**src/kect_pkg.sv**
```systemverilog
package kect_pkg;

	localparam int KEY_W          = 50;
	localparam int AMT_W          = 48;
	localparam int COUNT_W        = 32;
	localparam int ROW_OUT_W      = 6;
	localparam int ROWS_OUT_W     = 7;
	localparam int TABLE_ROWS_DEF = 64;
	localparam int QUEUE_DEPTH    = 2;

	typedef struct packed {
		logic [KEY_W-1:0] key;
		logic [AMT_W-1:0] amount;
	} item_t;

endpackage

```
**src/kect_front.sv**
```systemverilog
module kect_front (
	input  logic            clk,
	input  logic            arst_n,
	input  logic            enable,
	input  logic            start,
	input  kect_pkg::item_t item,
	output logic            busy,
	output logic            q_vld,
	output kect_pkg::item_t q_item,
	input  logic            q_take
);

	localparam int DEPTH = kect_pkg::QUEUE_DEPTH;
	localparam int PTR_W = (DEPTH > 1) ? $clog2(DEPTH) : 1;
	localparam int FILL_W = $clog2(DEPTH + 1);

	kect_pkg::item_t      queue_q [DEPTH];
	logic [PTR_W-1:0]     wr_q;
	logic [PTR_W-1:0]     rd_q;
	logic [FILL_W-1:0]    fill_q;
	logic                 push;

	assign busy   = (fill_q == FILL_W'(DEPTH));
	assign q_vld  = (fill_q != '0);
	assign q_item = queue_q[rd_q];
	// disabled words are taken and dropped here
	assign push   = start && !busy && enable;

	always_ff @(posedge clk or negedge arst_n) begin
		if (!arst_n) begin
			wr_q   <= '0;
			rd_q   <= '0;
			fill_q <= '0;
		end else begin
			if (push) begin
				wr_q <= (wr_q == PTR_W'(DEPTH - 1)) ? '0 : wr_q + 1'b1;
			end
			if (q_take) begin
				rd_q <= (rd_q == PTR_W'(DEPTH - 1)) ? '0 : rd_q + 1'b1;
			end
			if (push && !q_take) begin
				fill_q <= fill_q + 1'b1;
			end else if (!push && q_take) begin
				fill_q <= fill_q - 1'b1;
			end
		end
	end

	always_ff @(posedge clk) begin
		if (push) begin
			queue_q[wr_q] <= item;
		end
	end

endmodule

```
**config.mk**
```make
export PLATFORM = sky130hd
export DESIGN_NAME = kect_front
export DESIGN_NICKNAME = d
export VERILOG_FILES = /design/src/kect_pkg.sv /design/src/kect_front.sv
export SDC_FILE = /design/constraint.sdc
export NUM_CORES = 1
export LEC_CHECK = 0
export BUFFER_PORTS_ARGS = -buffer_cell sky130_fd_sc_hd__buf_2
export CORE_ASPECT_RATIO = 0.75
export CORE_MARGIN = 2
export CORE_UTILIZATION = 48
export DETAILED_ROUTE_END_ITERATION = 8
export GPL_ROUTABILITY_DRIVEN = 1
export PLACE_DENSITY = 0.74
export SLEW_MARGIN = 20
export SYNTH_ARGS = -nofsm -noshare
export SYNTH_HDL_FRONTEND = slang
export SYNTH_SLANG_ARGS = --single-unit
```
**constraint.sdc**
```tcl
create_clock -name clk -period 9.05 [get_ports clk]
set_clock_uncertainty 0.15 [all_clocks]
set_input_delay 1.3575 -clock clk [delete_from_list [all_inputs] [get_ports clk]]
set_output_delay 1.3575 -clock clk [all_outputs]
set_load 0.1 [all_outputs]
```
==> out/qor_table.md <==
| Metric | Value |
| --- | --- |
| Synth Register Bits | 200 |
| Post-Syn Nets | 427 |
| Cell type with the highest aggregate area in the netlist | edfxtp_1 |
| Number of input and output port buffers inserted | 202 |
| Worst-path cell chain | buf_4, mux2_2, buf_2 |
| Area inside the core boundary | 14600 sq um |
| Total buffers and inverters traversed by the critical path | 2 |
| Number of instances resized during post-cts repair | 0 |
| I/O pin count | 203 |
| Top Metal Used | met4 |
| Hold crit path type | register to register |
| Worst reg-to-reg setup slack | 6360 ps |
| Post-detailed-route count of antenna-violating nets | 0 |
| Placer congestion estimate | 0.733 |
| Worst slew margin relative to its limit | 45.9% |
| Hpwl dp | 8640 microns |
| Area used by multi-input combinational logic | 1240 sq um |
| Setup fix buffers added after clock tree synthesis | 0 |
| Summed area of non-filler cells in the final layout | 9100 sq um |
| Antenna violations before repair | 0 |
| Fill count | 1104 |
| Amount of wire on met2 after detailed routing | 6300 microns |
| Critical Setup Path Class | register to output port |
| Fraction of synthesized cell area in xor and xnor cells | 0.600% |
| Placement-stage cell area | 8520 sq um |
| Clock period minus final worst setup slack | 4260 ps |
| Largest cells by area after synthesis | edfxtp_1 81%, mux2_2 14%, mux2_4 2.1% |
| Endpoint type of the worst setup path | output port |
| Required arrival time at the worst endpoint | 7540 ps |
| Via-to-Cell Ratio | 4.91 |
| Share of the synthesized area in compound gates (AO/OA/AOI/OAI) | 0% |
| Kind of start point of the critical path | register |
| Unrepaired setup endpoints after global routing | false |
| Initial detailed-routing violation count | 216 |
| Remaining global-route overflow | 0 |
| Cell area after technology mapping | 7300 sq um |
| Area of all sequential standard cells | 5990 sq um |
| Worst EP arrival | 2750 ps |
| Layout Nets | 641 |
| Metal-1 WL | 5820 microns |
| DRC violations left | 0 |
| Kind of cell adding the most delay to the critical path | buffers and inverters |
| Final number of hold-violating endpoints | 0 |
| Run status | finished, final reports clean |
| Synth-to-Final Area Change | 24.8% |
| Final-layout setup total negative slack | 0 ps |
| Inserted Clock Buffers | 17 |
| Slowest stage cell on the critical path | dfrtp_4 |
| Clock tree from TritonCTS | yes |
| Worst Setup SP | rd_q |
| Maxcap violations | 0 |
| Cells after synthesis | 323 |
| Combinational family with the most area after synthesis | multiplexers |
| Final setup violation count | 0 |
| Fraction of the yosys area taken by sequential cells | 82.0% |
| Post-route clock period utilization | 47.1% |
| Highest clock frequency the design can meet | 235 MHz |
| Vertical die dimension | 111 microns |
| Global routing usage summed across all routing layers | 16.4% |
| Die Width | 146 microns |
| Delay of the slowest critical-path stage | 830 ps |
| Clock Root Buffer | clkbuf_16 |
| Die area | 16200 sq um |
| Worst hold slack | 373 ps |
| Simple-gate portion of the synthesized area | 0.480% |
| Adder-cell share of the synthesized area | 0.171% |
| Ratio of cells with drive above 1 in the final layout | 61.3% |
| Proportion of synthesized area in mux cells | 15.6% |
| Synth warnings | 0 |
| Count of vias placed by the detailed router | 3679 |
| Cell variety after synth | 16 |
| Count of H-tree levels built during CTS | 4 |
| Max Buffers Root-to-Sink | 2 |
| Worst r2r src | fill_q[1] |
| Routed wire length | 13200 microns |
| Vias in the first global route | 3868 |
| Start point of the worst min-delay path | fill_q[1] |
| CTS clock-pin slew for the worst setup and hold paths | 60 ps |
| Antenna Diode Count | 0 |
| Number of iterations in the first detailed-routing pass | 6 |
| Starting Density | 49.8% |
| Global-route wire length before repair | 20200 microns |
| Highest net fanout along the worst path | 54 |
| Routed WL per cell | 17.6 microns |
| Hold buffer count at CTS | 0 |
| Per-instance average area after synthesis | 22.6 sq um |
| Worst skew pair latency | 410 ps |
| Synth top area share | 80.7% |
| Largest net degree at the start of global routing | 60 |
| Met3 WL post-DR | 966 microns |
| Std-Cell Rows | 38 |
| Final max-slew violation count | 0 |
| Slew at the pin with the worst max-slew slack | 812 ps |
| Total number of clock tree sinks | 200 |
per-layer routing:
metal  global-route usage, %  vias up
li1                        -     1705
met4                    4.85        0
met1                    21.5     1814
met5                       0        -
met3                    5.88       11
met2                    25.9      149
worst reg2reg max path, cell delays in order (launching register included):
cell,delay (ps)
dfrtp_1,410
nor2b_1,180
nor2_1,230
and2_4,600
buf_4,710
path summary, 6_finish.rpt:
kind | end | cells past startpoint
worst max-delay path | q_item[38] | 3
worst min-delay path | fill_q[1] | 1
worst max register to register | queue_q[1][48] | 4
worst min register to register | fill_q[1] | 1
max in group asynchronous | rd_q | 1
min in group asynchronous | wr_q | 1
sequential cells by signal (all words and copies together) (netlist names):
signal and flops:
queue_q 196, fill_q 2, rd_q 1, wr_q 1
cells in the mapped netlist, drive strengths merged:
cell type    n
nor2         2
nor2b        1
edfxtp     196
ha           1
and2         1
buf         11
inv          1
mux2        98
nand2        1
or2          1
xor2         4
xnor2        1
dfrtp        4
nor3         1
layout make-up:
class / count / share of cell area (%)
sequential: 200 / 65.8
multi-input combinational: 111 / 13.6
timing repair buffer: 206 / 11.4
clock buffer: 18 / 4.71
tap: 200 / 2.75
clock inverter: 14 / 1.65
inverter: 1 / 0.0412
cells by family after synthesis:
group,count (synthesis)
simple gates,7
mux,98
fa+ha+maj,1
xor+xnor,5
buf+inv,12
flops,200
stage by stage:
stage / instances / setup WS [ps] / utilization [%]
3_5_place_dp: 718 / 5220 / 58.2
3_3_place_gp: 718 / 5240 / 58.2
6_report: 750 / 4790 / 62.2
4_1_cts: 750 / 4750 / 62.2
5_1_grt: 750 / 4640 / 62.2
2_1_floorplan: 323 / 188 / -
layout by cell type (no fill, tap or decap):
| master | count |
|---|---|
| nor3_2 | 1 |
| clkinv_4 | 3 |
| xor2_1 | 4 |
| nor2_1 | 2 |
| dfrtp_1 | 3 |
| inv_1 | 1 |
| nor2b_1 | 1 |
| or2_2 | 1 |
| mux2_2 | 88 |
| clkinv_1 | 2 |
| buf_2 | 202 |
| clkbuf_1 | 1 |
| nand2_1 | 1 |
| xnor2_1 | 1 |
| clkinvlp_4 | 2 |
| and2_4 | 1 |
| buf_4 | 4 |
| dfrtp_4 | 1 |
| edfxtp_1 | 196 |
| inv_8 | 2 |
| bufinv_16 | 2 |
| inv_6 | 1 |
| ha_1 | 1 |
| clkinv_2 | 2 |
| clkbuf_16 | 17 |
| mux2_4 | 10 |
Power is left out: the tool's default activity adds up to more than one toggle a clock period on the data nets, which glitch-free logic cannot reach.
